$ cat config.mk
export PLATFORM = sky130hd
export DESIGN_NAME = integer_to_ascii_radix
export DESIGN_NICKNAME = d
export VERILOG_FILES = /design/src/sv/itoar_pkg.sv /design/src/sv/itoar_front.sv /design/src/sv/itoar_back.sv /design/src/sv/integer_to_ascii_radix.sv
export SDC_FILE = /design/constraint.sdc
export NUM_CORES = 1
export LEC_CHECK = 0
export ABC_AREA = 1
export BUFFER_PORTS_ARGS = -buffer_cell sky130_fd_sc_hd__buf_2
export CORE_ASPECT_RATIO = 1.5
export CORE_UTILIZATION = 63
export DETAILED_ROUTE_END_ITERATION = 16
export PLACE_DENSITY = 0.86
export SKIP_CTS_REPAIR_TIMING = 1
export SLEW_MARGIN = 20
export SYNTH_ARGS = -nofsm -noshare
export SYNTH_HDL_FRONTEND = slang
export SYNTH_HIERARCHICAL = 1
export SYNTH_SLANG_ARGS = --single-unit
$ cat constraint.sdc
create_clock -name i_clk -period 12.6 [get_ports i_clk]
set_input_delay 0.63 -clock i_clk [delete_from_list [all_inputs] [get_ports i_clk]]
set_output_delay 0.63 -clock i_clk [all_outputs]
set_load 0.1 [all_outputs]
$ cat src/sv/itoar_pkg.sv
`timescale 1ns / 1ps
`default_nettype none
package itoar_pkg;

    localparam int VALUE_BITS_DEF = 32;
    localparam int MAX_CHARS_DEF  = 33;

    localparam int RADIX_W = 6;
    localparam int MODE_W  = 2;
    localparam int CHAR_W  = 7;
    localparam int REM_W   = 5;   // remainder is always below the radix, at most 31

    localparam int QUEUE_DEPTH = 2;
    localparam int QPW         = $clog2(QUEUE_DEPTH);

    localparam logic [MODE_W-1:0] MODE_SIGNED = 2'd0;
    localparam logic [MODE_W-1:0] MODE_UPPER  = 2'd1;
    localparam logic [MODE_W-1:0] MODE_LOWER  = 2'd2;

    localparam logic [RADIX_W-1:0] RADIX_MIN = 6'd2;
    localparam logic [RADIX_W-1:0] RADIX_MAX = 6'd32;
    localparam logic [RADIX_W-1:0] RADIX_DEC = 6'd10;

    localparam logic [CHAR_W-1:0] ASCII_ZERO    = 7'd48;
    localparam logic [CHAR_W-1:0] ASCII_UPPER_A = 7'd65;
    localparam logic [CHAR_W-1:0] ASCII_LOWER_A = 7'd97;
    localparam logic [CHAR_W-1:0] ASCII_MINUS   = 7'd45;

    typedef struct packed {
        logic [RADIX_W-1:0] radix;
        logic               lower;
        logic               neg10;
        logic               bad;
    } t_job_ctl;

    function automatic logic [CHAR_W-1:0] digit_char(input logic [REM_W-1:0] d,
                                                     input logic lower);
        logic [CHAR_W-1:0] base;
        logic [CHAR_W-1:0] dx;
        dx = {{(CHAR_W-REM_W){1'b0}}, d};
        if (d < 5'd10) begin
            digit_char = ASCII_ZERO + dx;
        end else begin
            base = lower ? ASCII_LOWER_A : ASCII_UPPER_A;
            digit_char = base + dx - 7'd10;
        end
    endfunction

endpackage
`default_nettype wire

$ cat src/sv/itoar_front.sv
`timescale 1ns / 1ps
`default_nettype none
module itoar_front #(
    parameter int VALUE_BITS = itoar_pkg::VALUE_BITS_DEF
) (
    input  wire logic                         i_clk,
    input  wire logic                         i_rst_n,
    input  wire logic                         i_start,
    output logic                              o_busy,
    input  wire logic [VALUE_BITS-1:0]        i_number,
    input  wire logic [itoar_pkg::RADIX_W-1:0] i_radix,
    input  wire logic [itoar_pkg::MODE_W-1:0]  i_mode,
    output logic                              o_job_valid,
    output itoar_pkg::t_job_ctl               o_job_ctl,
    output logic [VALUE_BITS-1:0]             o_job_mag,
    input  wire logic                         i_job_ready
);

    localparam int FW = $clog2(itoar_pkg::QUEUE_DEPTH + 1);

    logic [VALUE_BITS-1:0]     r_q_mag [itoar_pkg::QUEUE_DEPTH];
    itoar_pkg::t_job_ctl       r_q_ctl [itoar_pkg::QUEUE_DEPTH];
    logic [itoar_pkg::QPW-1:0] r_wr_ptr;
    logic [itoar_pkg::QPW-1:0] r_rd_ptr;
    logic [FW-1:0]             r_fill;

    logic                      push;
    logic                      pop;
    logic                      negative;
    logic [VALUE_BITS-1:0]     mag;
    itoar_pkg::t_job_ctl       ctl;

    // classify the incoming transaction
    always_comb begin
        negative  = (i_mode == itoar_pkg::MODE_SIGNED) && i_number[VALUE_BITS-1];
        mag       = negative ? (~i_number + {{(VALUE_BITS-1){1'b0}}, 1'b1}) : i_number;
        ctl.radix = i_radix;
        ctl.lower = (i_mode != itoar_pkg::MODE_SIGNED) && (i_mode != itoar_pkg::MODE_UPPER);
        ctl.neg10 = negative && (i_radix == itoar_pkg::RADIX_DEC);
        ctl.bad   = (i_radix < itoar_pkg::RADIX_MIN) || (i_radix > itoar_pkg::RADIX_MAX);
    end

    assign o_busy      = (r_fill == FW'(itoar_pkg::QUEUE_DEPTH));
    assign push        = i_start && !o_busy;
    assign o_job_valid = (r_fill != '0);
    assign pop         = o_job_valid && i_job_ready;
    assign o_job_ctl   = r_q_ctl[r_rd_ptr];
    assign o_job_mag   = r_q_mag[r_rd_ptr];

    always_ff @(posedge i_clk) begin
        if (push) begin
            r_q_mag[r_wr_ptr] <= mag;
            r_q_ctl[r_wr_ptr] <= ctl;
        end
    end

    always_ff @(posedge i_clk) begin
        if (!i_rst_n) begin
            r_wr_ptr <= '0;
            r_rd_ptr <= '0;
            r_fill   <= '0;
        end else begin
            if (push) begin
                r_wr_ptr <= r_wr_ptr + 1'b1;
            end
            if (pop) begin
                r_rd_ptr <= r_rd_ptr + 1'b1;
            end
            if (push && !pop) begin
                r_fill <= r_fill + 1'b1;
            end else if (pop && !push) begin
                r_fill <= r_fill - 1'b1;
            end
        end
    end

endmodule
`default_nettype wire

$ cat src/sv/itoar_back.sv
`timescale 1ns / 1ps
`default_nettype none
module itoar_back #(
    parameter int VALUE_BITS = itoar_pkg::VALUE_BITS_DEF,
    parameter int MAX_CHARS  = itoar_pkg::MAX_CHARS_DEF
) (
    input  wire logic                         i_clk,
    input  wire logic                         i_rst_n,
    input  wire logic                         i_job_valid,
    input  wire itoar_pkg::t_job_ctl          i_job_ctl,
    input  wire logic [VALUE_BITS-1:0]        i_job_mag,
    output logic                              o_job_ready,
    output logic                              o_valid,
    output logic [itoar_pkg::CHAR_W-1:0]      o_character,
    output logic                              o_last,
    output logic                              o_bad_radix
);

    localparam int CYC = (VALUE_BITS + 7) / 8;   // 8 quotient bits per cycle
    localparam int QW  = CYC * 8;
    localparam int STW = (CYC > 1) ? $clog2(CYC) : 1;
    localparam int AW  = $clog2(MAX_CHARS);
    localparam int CW  = $clog2(MAX_CHARS + 1);
    localparam int RW  = itoar_pkg::REM_W;

    typedef enum logic [3:0] {
        S_IDLE = 4'b0001,
        S_DIV  = 4'b0010,
        S_FIN  = 4'b0100,
        S_EMIT = 4'b1000
    } t_state;

    t_state                         r_state, n_state;
    logic [QW-1:0]                  r_quo, n_quo;
    logic [RW-1:0]                  r_rem, n_rem;
    logic [STW-1:0]                 r_step, n_step;
    logic [CW-1:0]                  r_count, n_count;
    logic [AW-1:0]                  r_rd_ptr, n_rd_ptr;
    logic [itoar_pkg::RADIX_W-1:0]  r_radix, n_radix;
    logic                           r_lower, n_lower;
    logic                           r_neg10, n_neg10;
    logic                           r_emit_vld, n_emit_vld;
    logic                           r_emit_last, n_emit_last;
    logic                           r_emit_bad, n_emit_bad;

    logic [itoar_pkg::CHAR_W-1:0]   r_mem [MAX_CHARS];
    logic [itoar_pkg::CHAR_W-1:0]   r_mem_q;
    logic                           mem_we;
    logic [AW-1:0]                  mem_wa;
    logic [itoar_pkg::CHAR_W-1:0]   mem_wd;
    logic                           rd_en;

    logic [QW-1:0]                  d_quo;
    logic [RW-1:0]                  d_rem;
    logic [RW:0]                    tmp;

    // 8 restoring-division steps on the 5-bit remainder
    always_comb begin
        d_quo = r_quo;
        d_rem = r_rem;
        tmp   = '0;
        for (int i = 0; i < 8; i++) begin
            tmp   = {d_rem, d_quo[QW-1]};
            d_quo = {d_quo[QW-2:0], 1'b0};
            if (tmp >= r_radix) begin
                tmp      = tmp - r_radix;
                d_quo[0] = 1'b1;
            end
            d_rem = tmp[RW-1:0];
        end
    end

    always_comb begin
        n_state     = r_state;
        n_quo       = r_quo;
        n_rem       = r_rem;
        n_step      = r_step;
        n_count     = r_count;
        n_rd_ptr    = r_rd_ptr;
        n_radix     = r_radix;
        n_lower     = r_lower;
        n_neg10     = r_neg10;
        n_emit_vld  = 1'b0;
        n_emit_last = r_emit_last;
        n_emit_bad  = r_emit_bad;
        mem_we      = 1'b0;
        mem_wa      = r_count[AW-1:0];
        mem_wd      = itoar_pkg::digit_char(d_rem, r_lower);
        rd_en       = 1'b0;
        o_job_ready = 1'b0;
        case (r_state)
            S_IDLE: begin
                o_job_ready = 1'b1;
                if (i_job_valid) begin
                    if (i_job_ctl.bad) begin
                        n_emit_vld  = 1'b1;
                        n_emit_last = 1'b1;
                        n_emit_bad  = 1'b1;
                    end else begin
                        n_quo   = {{(QW-VALUE_BITS){1'b0}}, i_job_mag};
                        n_rem   = '0;
                        n_step  = '0;
                        n_count = '0;
                        n_radix = i_job_ctl.radix;
                        n_lower = i_job_ctl.lower;
                        n_neg10 = i_job_ctl.neg10;
                        n_state = S_DIV;
                    end
                end
            end
            S_DIV: begin
                if ((r_step == '0) && ((r_quo == '0) || (r_count == CW'(MAX_CHARS)))) begin
                    n_state = S_FIN;
                end else begin
                    n_quo = d_quo;
                    n_rem = d_rem;
                    if (r_step == STW'(CYC - 1)) begin
                        mem_we  = 1'b1;
                        n_count = r_count + 1'b1;
                        n_step  = '0;
                        n_rem   = '0;
                    end else begin
                        n_step = r_step + 1'b1;
                    end
                end
            end
            S_FIN: begin
                if (r_count == '0) begin
                    mem_we  = 1'b1;
                    mem_wd  = itoar_pkg::ASCII_ZERO;
                    n_count = CW'(1);
                end else if (r_neg10 && (r_count < CW'(MAX_CHARS))) begin
                    mem_we  = 1'b1;
                    mem_wd  = itoar_pkg::ASCII_MINUS;
                    n_count = r_count + 1'b1;
                end
                n_rd_ptr = AW'(n_count - 1'b1);
                n_state  = S_EMIT;
            end
            S_EMIT: begin
                // stack read, most significant character first
                rd_en       = 1'b1;
                n_emit_vld  = 1'b1;
                n_emit_last = (r_rd_ptr == '0);
                n_emit_bad  = 1'b0;
                if (r_rd_ptr == '0) begin
                    n_state = S_IDLE;
                end else begin
                    n_rd_ptr = r_rd_ptr - 1'b1;
                end
            end
            default: begin
                n_state = S_IDLE;
            end
        endcase
    end

    always_ff @(posedge i_clk) begin
        if (mem_we) begin
            r_mem[mem_wa] <= mem_wd;
        end
        if (rd_en) begin
            r_mem_q <= r_mem[r_rd_ptr];
        end
    end

    always_ff @(posedge i_clk) begin
        if (!i_rst_n) begin
            r_state    <= S_IDLE;
            r_step     <= '0;
            r_count    <= '0;
            r_quo      <= '0;
            r_emit_vld <= 1'b0;
        end else begin
            r_state    <= n_state;
            r_step     <= n_step;
            r_count    <= n_count;
            r_quo      <= n_quo;
            r_emit_vld <= n_emit_vld;
        end
    end

    always_ff @(posedge i_clk) begin
        r_rem       <= n_rem;
        r_rd_ptr    <= n_rd_ptr;
        r_radix     <= n_radix;
        r_lower     <= n_lower;
        r_neg10     <= n_neg10;
        r_emit_last <= n_emit_last;
        r_emit_bad  <= n_emit_bad;
    end

    assign o_valid     = r_emit_vld;
    assign o_last      = r_emit_last;
    assign o_bad_radix = r_emit_bad;
    assign o_character = r_emit_bad ? '0 : r_mem_q;

endmodule
`default_nettype wire

$ cat src/sv/integer_to_ascii_radix.sv
`timescale 1ns / 1ps
`default_nettype none
// Integer to ASCII conversion in radix 2..32.
// Input: a transaction is taken when start is high and busy is low; it carries
// i_number, i_radix and i_mode (0 signed, 1 uppercase letters, 2 or 3 lowercase).
// A two-entry queue sits between the classifier and the converter, so busy only
// rises when two transactions are waiting behind the one being converted.
// Output: one character per cycle on o_character, strobed by o_valid, most
// significant first, o_last on the final one. Characters of one conversion come
// in consecutive cycles. A radix outside 2..32 gives one strobe with
// o_bad_radix and o_last set and o_character zero. The receiver cannot stall.
// Sequence: the converter takes a transaction in its idle state, then the
// shared divider (8 restoring steps per cycle) produces the digits, least
// significant first, until the quotient is zero or the stack is full; a final
// state places '0' for a zero value or '-' for a negative decimal value, and the
// characters are then emitted. No new transaction is taken while converting or
// emitting; a bad radix is answered from the idle state without division.
// Reset (synchronous, active low) empties the queue and idles the converter;
// no clearing pass is needed.
module integer_to_ascii_radix #(
    parameter int VALUE_BITS = itoar_pkg::VALUE_BITS_DEF,
    parameter int MAX_CHARS  = itoar_pkg::MAX_CHARS_DEF
) (
    input  wire logic                          i_clk,
    input  wire logic                          i_rst_n,
    input  wire logic                          start,
    output logic                               busy,
    input  wire logic [VALUE_BITS-1:0]         i_number,
    input  wire logic [itoar_pkg::RADIX_W-1:0] i_radix,
    input  wire logic [itoar_pkg::MODE_W-1:0]  i_mode,
    output logic                               o_valid,
    output logic [itoar_pkg::CHAR_W-1:0]       o_character,
    output logic                               o_last,
    output logic                               o_bad_radix
);

    logic                  job_valid;
    logic                  job_ready;
    itoar_pkg::t_job_ctl   job_ctl;
    logic [VALUE_BITS-1:0] job_mag;

    itoar_front #(
        .VALUE_BITS(VALUE_BITS)
    ) u_front (
        .i_clk      (i_clk),
        .i_rst_n    (i_rst_n),
        .i_start    (start),
        .o_busy     (busy),
        .i_number   (i_number),
        .i_radix    (i_radix),
        .i_mode     (i_mode),
        .o_job_valid(job_valid),
        .o_job_ctl  (job_ctl),
        .o_job_mag  (job_mag),
        .i_job_ready(job_ready)
    );

    itoar_back #(
        .VALUE_BITS(VALUE_BITS),
        .MAX_CHARS (MAX_CHARS)
    ) u_back (
        .i_clk      (i_clk),
        .i_rst_n    (i_rst_n),
        .i_job_valid(job_valid),
        .i_job_ctl  (job_ctl),
        .i_job_mag  (job_mag),
        .o_job_ready(job_ready),
        .o_valid    (o_valid),
        .o_character(o_character),
        .o_last     (o_last),
        .o_bad_radix(o_bad_radix)
    );

endmodule
`default_nettype wire

Word level (Yosys, flattened, before mapping) --
Memories as Yosys holds them, arrays and structs flattened. A register that Yosys moved wholly into a read port is not among the register bits. Index checks and enable logic that the tools add are counted.
Storage, ports and cells: word-level logic and storage cells 177, output and inout bits 11, flip-flop bits (word level) 70, memories 3, memory bits (writable) 313, input port bits 43
Cells by class: add/sub/neg operators 20, reduce and logical (&&, ||, !) cells 32, bitwise gates (word level) 2, mux-type cells 76, equality and inequality tests 17, magnitude comparators 12
Memories:
- u_back.r_mem | words 33, width 7, read ports 1, clocked after Yosys merged registers in 1, wr ports 1, RTL line itoar_back.sv:46 | logic [itoar_pkg::CHAR_W-1:0] r_mem [MAX_CHARS];
- u_front.r_q_mag | words 2, width 32, read ports 1, clocked after Yosys merged registers in 1, wr ports 1, RTL line itoar_front.sv:21 | logic [VALUE_BITS-1:0] r_q_mag [itoar_pkg::QUEUE_DEPTH];
- u_front.r_q_ctl | words 2, width 9, read ports 1, clocked after Yosys merged registers in 1, wr ports 1, RTL line itoar_front.sv:22 | itoar_pkg::t_job_ctl r_q_ctl [itoar_pkg::QUEUE_DEPTH];
Operator list (count):
- $mux W32 | 4
- $pmux W32 S2 | 1
- $mux W5 | 12
- $mux W6 | 9
- $ge A6 B6 Y1 | 8
- $sub A5 B5 Y5 | 8
- $mux W7 | 5
- $add A32 B1 Y32 const B | 1
- $logic_not A32 Y1 | 1
- $not A32 Y32 | 1
- $mux W1 | 26
- $pmux W6 S3 | 1
- $mux W4 | 4
- $pmux W4 S4 | 1
- $logic_not A6 Y1 | 2
- $mux W2 | 6
- $pmux W6 S2 | 1
- $reduce_bool A2 Y1 | 6
- $sub A6 B1 Y6 const B | 2
- $ne A2 B2 Y1 const B | 5
- $pmux W5 S2 | 1
- $logic_and A1 B1 Y1 | 9
- $ne A2 B1 Y1 const B | 4
- $pmux W1 S2 | 4
- other kinds (28) | 37

Depth between registers and ports, before layout --
depth after elaboration 22, mapped depth 77, gate-level depth less buffers 77

Modules after synthesis --
The synthesis kept the hierarchy.
Modules (own cells, without submodules):
- itoar_back | area each 15305.9 um2, cells an instance 1544, seq. area each 8678.3 um2, instances 1
- itoar_front | area each 4336.7 um2, cells an instance 405, seq. area each 2562.5 um2, instances 1

Worst setup path before layout --
OpenSTA, ideal clock, no wires.
kind flip-flop to flip-flop, start point register u_back/r_radix[1] (netlist bit), end point memory u_back/r_mem[0][6] (netlist bit) (data pin), required time 12196 ps, setup time 404 ps, setup slack 1774 ps, clock period less this slack 10826 ps, cell stages (with the launch flop) 61, path buffers 0, data arrival time 10422 ps, cells stage by stage edfxtp_1 -> inv_1 -> fa_1 -> nand3_1 -> nand4_4 -> mux2_2 -> ha_1 -> nand2_1 -> inv_1 -> nand3b_1 -> nand3_1 -> inv_1 -> nand2_1 -> o21ai_1 -> ha_1 -> nand2_1 -> nor2_1 -> a21oi_1 -> [25 not listed] -> nand2_1 -> ha_1 -> nand2_1 -> inv_1 -> a21oi_2 -> nand3_2 -> inv_2 -> nand3_1 -> and2_1 -> ha_1 -> nand2_2 -> nor3_4 -> nand3b_4 -> o21ai_2 -> ha_1 -> nand3_1 -> nand2_1 -> a31oi_1
Between the ends: word-level cells in the longest chain between the ends 22, elaborated cells between the ends (all ways) 32, classes of those cells 11 x add/sub; 9 x order compare; 12 x mux
Ends and longest elaborated chain:
- start, declared | RTL line itoar_back.sv:39 | logic [itoar_pkg::RADIX_W-1:0] r_radix, n_radix;
- start signal, assigned | RTL line itoar_back.sv:186 | r_radix <= n_radix;
- $sub A5 B5 Y5 or $ge A6 B6 Y1 (tied branches) | RTL line itoar_back.sv:66, itoar_back.sv:65
- $mux W5 | RTL line itoar_back.sv:65 | if (tmp >= r_radix) begin
- $sub A5 B5 Y5 or $ge A6 B6 Y1 (tied branches) | RTL line itoar_back.sv:66, itoar_back.sv:65
- $mux W5 | RTL line itoar_back.sv:65
- $sub A5 B5 Y5 or $ge A6 B6 Y1 (tied branches) | RTL line itoar_back.sv:66, itoar_back.sv:65
- $mux W5 | RTL line itoar_back.sv:65
- $sub A5 B5 Y5 or $ge A6 B6 Y1 (tied branches) | RTL line itoar_back.sv:66, itoar_back.sv:65
- $mux W5 | RTL line itoar_back.sv:65
- [7 not listed]
- $mux W5 (*) | RTL line itoar_back.sv:65
- $add A7 B5 Y7 | RTL line itoar_pkg.sv:45 | digit_char = base + dx - 7'd10;
- $sub A7 B4 Y7 | RTL line itoar_pkg.sv:45
- $mux W7 (*) | RTL line itoar_pkg.sv:41 | if (d < 5'd10) begin
- $mux W7 | RTL line itoar_back.sv:132 | end else if (r_neg10 && (r_count < CW'(MAX_CHARS))) begin
- $mux W7 | RTL line itoar_back.sv:128 | if (r_count == '0) begin
- $mux W7 (*) | RTL line itoar_back.sv:91 | case (r_state)
- named net u_back.mem_wd, one bit | RTL line itoar_back.sv:50 | logic [itoar_pkg::CHAR_W-1:0] mem_wd;
- end, declared | RTL line itoar_back.sv:46
Mark *: on every way through the listed nets, which the timed path passes. The rest lies on a longest branch.

Worst setup path after layout --
start point register u_back/r_radix[5] (netlist bit), end point memory u_back/r_mem[21][2] (netlist bit) (data pin)
Between the ends: word-level cells in the longest chain between the ends 22, elaborated cells between the ends (all ways) 31, classes of those cells 10 x add/sub; 9 x order compare; 12 x mux
Ends and longest elaborated chain (RTL line):
- $ge A6 B6 Y1 | itoar_back.sv:65
- $mux W5 | itoar_back.sv:65
- $sub A5 B5 Y5 or $ge A6 B6 Y1 (tied branches) | itoar_back.sv:66, itoar_back.sv:65
- $mux W5 | itoar_back.sv:65
- $sub A5 B5 Y5 or $ge A6 B6 Y1 (tied branches) | itoar_back.sv:66, itoar_back.sv:65
- $mux W5 | itoar_back.sv:65
- $sub A5 B5 Y5 or $ge A6 B6 Y1 (tied branches) | itoar_back.sv:66, itoar_back.sv:65
- $mux W5 | itoar_back.sv:65
- [6 not listed]
- $sub A5 B5 Y5 or $ge A6 B6 Y1 (tied branches) | itoar_back.sv:66, itoar_back.sv:65
- $mux W5 (*) | itoar_back.sv:65
- $add A7 B5 Y7 | itoar_pkg.sv:45
- $sub A7 B4 Y7 | itoar_pkg.sv:45
- $mux W7 (*) | itoar_pkg.sv:41
- $mux W7 | itoar_back.sv:132
- $mux W7 | itoar_back.sv:128
- $mux W7 (*) | itoar_back.sv:91
Every way passes the cells marked *; elsewhere a longest branch is shown, timed or not.

==> impl_metrics.tcl <==
set metrics [dict create \
    status "complete, no violations" \
    yosys.area.top_type_share_pct 52.1 \
    fmax_ghz 0.0864 \
    rrSetupSlack_ns 1.03 \
    drtPass1Iterations 6 \
    yosysMostFrequentCell "edfxtp_1" \
    cp-start-kind "register" \
    crit_buf_inv 9 \
    critPathSlowestCell "fa_1" \
    r2r_end "u_back/r_mem[21][2]" \
    drtIter0Drc 1626 \
    viasPerCell 6.18 \
    portBuffers 53 \
    synthCells 1949 \
    critPathMaxFanout 16 \
    path_depth 63 \
    finalSetupViolCount 0 \
    synthesis.nets 2059 \
    worstRegToRegCells 63 \
    post-synth-top-area-cell "edfxtp_1" \
    cp-end-kind "register" \
    grt_max_degree 113 \
    areaGrowthSynthToFinish_pct 9.27 \
    async_reset_ff_share_pct 0 \
    place_hpwl_um 31400 \
    path_delay_family "simple AND/OR/NAND/NOR gates" \
    ys_seq_area_share_pct 57.2 \
    tns_ns 0 \
    rsz0062_at_grt "false" \
    synthFlopType "edfxtp_1" \
    drv_slew 0 \
    numCtsBuffers 35 \
    arrival_ns 11.74 \
    clk_latency_ns 0.54 \
    core_area_sq_um 30400 \
    hp-class "input pin to register" \
    antennaDiodeCount 0 \
    cp.required_ns 12.77 \
    root_buffer "clkbuf_16" \
    die_w_um 146 \
    relSlewSlack_pct 32.0 \
    ant_nets 0 \
    die_y_um 218 \
    drv_cap 0 \
    synth_cell_types 59 \
    cts_tree "done" \
    hold_start "i_number[0]" \
    num_vias 14912 \
    synth_top_cells_by_count "edfxtp_1, nand2_1, nor2_1, o21ai_0, inv_1" \
    hold_end "u_front/r_q_mag[1][0]" \
    yosysWarnings 6 \
    synth_area_leaders "edfxtp_1, nand2_1, nor2_1" \
    rows 78 \
    synth_edf_count 341 \
    clk_path_buf_depth 3 \
    worstReg2RegStart "u_back/r_radix[5]" \
    nFillCells 2120 \
    finalHoldViolCount 0 \
    clock-sinks 391 \
    synth_area_sq_um 19600 \
    grt_pass1_vias 14629 \
    htreeDepth 2 \
    num_io_pins 54 \
    final.min_clock_period_ns 11.57 \
    grt_pass1_wl_um 74500 \
    regArea_sq_um 11200 \
    die-area_sq_um 31900 \
    hold_depth 1 \
    finalCritPeriodShare_pct 91.8 \
    cp_common_cell "nand2_1" \
    criticalPathCategory "register to register" \
    multi_input_area_sq_um 7420 \
    drive_above_1_share_pct 13.0 \
    gp_congestion 0.945 \
    grt.overflow.total 0 \
    grt.total_usage_pct 30.0 \
    wl_per_cell_um 19.9 \
    avgSynthCellArea_sq_um 10.1 \
    final_nets 2095 \
    critPathMaxStageDelay_ns 0.46 \
    drc 0 \
    cp-startpoint "u_back/r_radix[5]" \
    start_util_pct 64.5 \
    ys_seq_elements 391 \
    antenna_found_initial 0 \
    clock_skew_ns 0.0186 \
    wl_um 48000 \
    clkTransAtPathRegs_ns 0.07 \
    worst_slew_pin_slew_ns 1.02 \
]
placed cells by master (no fill, tap or decap), types with 5 or more instances in the layout:
cell	n
mux2_2	42
nand3_1	68
o21ai_1	36
o211ai_1	8
nand2_2	13
dfxtp_1	49
xor2_1	23
o21ai_2	11
nand4_1	22
clkinvlp_4	5
clkinv_1	12
clkbuf_1	7
inv_2	17
buf_2	53
nor4_1	10
inv_1	145
edfxtp_1	341
o22ai_1	41
fa_1	8
nor2_4	7
nand3_2	9
buf_4	20
a21oi_1	77
nor3_1	8
clkbuf_16	36
o221ai_1	23
nand2_4	7
xnor2_1	19
o21ai_0	178
nor2_1	280
nand2_1	317
ha_1	59
per-layer routing:
metal	global-route usage, %	vias up	share of wire, %
met1	31.9	6998	34
li1	-	6849	-
met3	4.11	250	6.6
met5	0	-	0
met2	55.2	815	52
met4	20.3	0	7.5
registers in the layout, indices dropped and copies added, names as in the netlist, 2 cells and up, named ones only:
register and count:
u_back/r_quo 32, u_back/r_rem 5, u_front/r_q_ctl 18, u_front/r_fill 2
u_back/r_state 4, u_front/r_q_mag 64, u_back/r_mem_q 7, u_back/r_mem 231
u_back/r_step 2, u_back/mem_wa 6, u_back/r_radix 6, u_back/r_rd_ptr 6
kinds of logic (layout without fill, tap and decap cells):
family / count (synthesis) / in the layout / synth area share, %
XOR/XNOR: 42 / 42 / 1.87
AO/OA/AOI/OAI: 395 / 395 / 11.5
AND/OR/NAND/NOR: 763 / 763 / 17.1
adder cells (fa/ha/maj): 67 / 67 / 4.57
flip-flops: 391 / 391 / 57.2
buffers and inverters: 247 / 310 / 5.17
multiplexers: 44 / 44 / 2.51
per-stage QoR:
stage,hold WS [ns],instance area [sq um],setup WS [ns],utilization [%],instances
finish,0.303,21500,1.03,70.5,2412
global route,0.297,21500,0.0347,70.5,2412
CTS,0.290,21300,0.582,70.0,2401
detailed placement,0.461,20200,0.646,66.2,2337
global placement,0.452,20200,1.22,66.2,2337
floorplan,0.439,19600,1.77,-,1949
worst max-delay path by stage:
| stage | to | slack [ns] |
|---|---|---|
| 2_1_floorplan | u_back/r_mem[0][6] | 1.77 |
| 3_3_place_gp | u_back/r_mem[0][4] | 1.22 |
| 3_5_place_dp | u_back/r_mem[5][2] | 0.65 |
| 4_1_cts | u_back/r_mem[27][2] | 0.58 |
| 5_1_grt | u_back/r_mem[6][3] | 0.03 |
| 6_report | u_back/r_mem[21][2] | 1.03 |
layout make-up:
cell class                 instances  area share (%)
clock buffer                      43            4.32
clock inverter                    21            1.01
inverter                         168            3.01
multi-input combinational       1311            34.6
sequential                       391            52.4
tap                              400            2.33
timing repair buffer              77            2.34
timing repair inverter             1          0.0350
worst reg2reg max path, delay by kind of cell (launching register included):
| kind | cells | cell delay (ns) |
|---|---|---|
| muxes | 1 | 0.33 |
| xor gates and xnor gates | 1 | 0.17 |
| adders and majority gates | 9 | 2.96 |
| buffers and inverters | 9 | 1.50 |
| AOI/OAI and AO/OA | 7 | 1.22 |
| DFF | 1 | 0.36 |
| and+or+nand+nor | 36 | 4.67 |
Power is left out: the tool's default activity adds up to more than one toggle a clock period on the data nets, which glitch-free logic cannot reach.
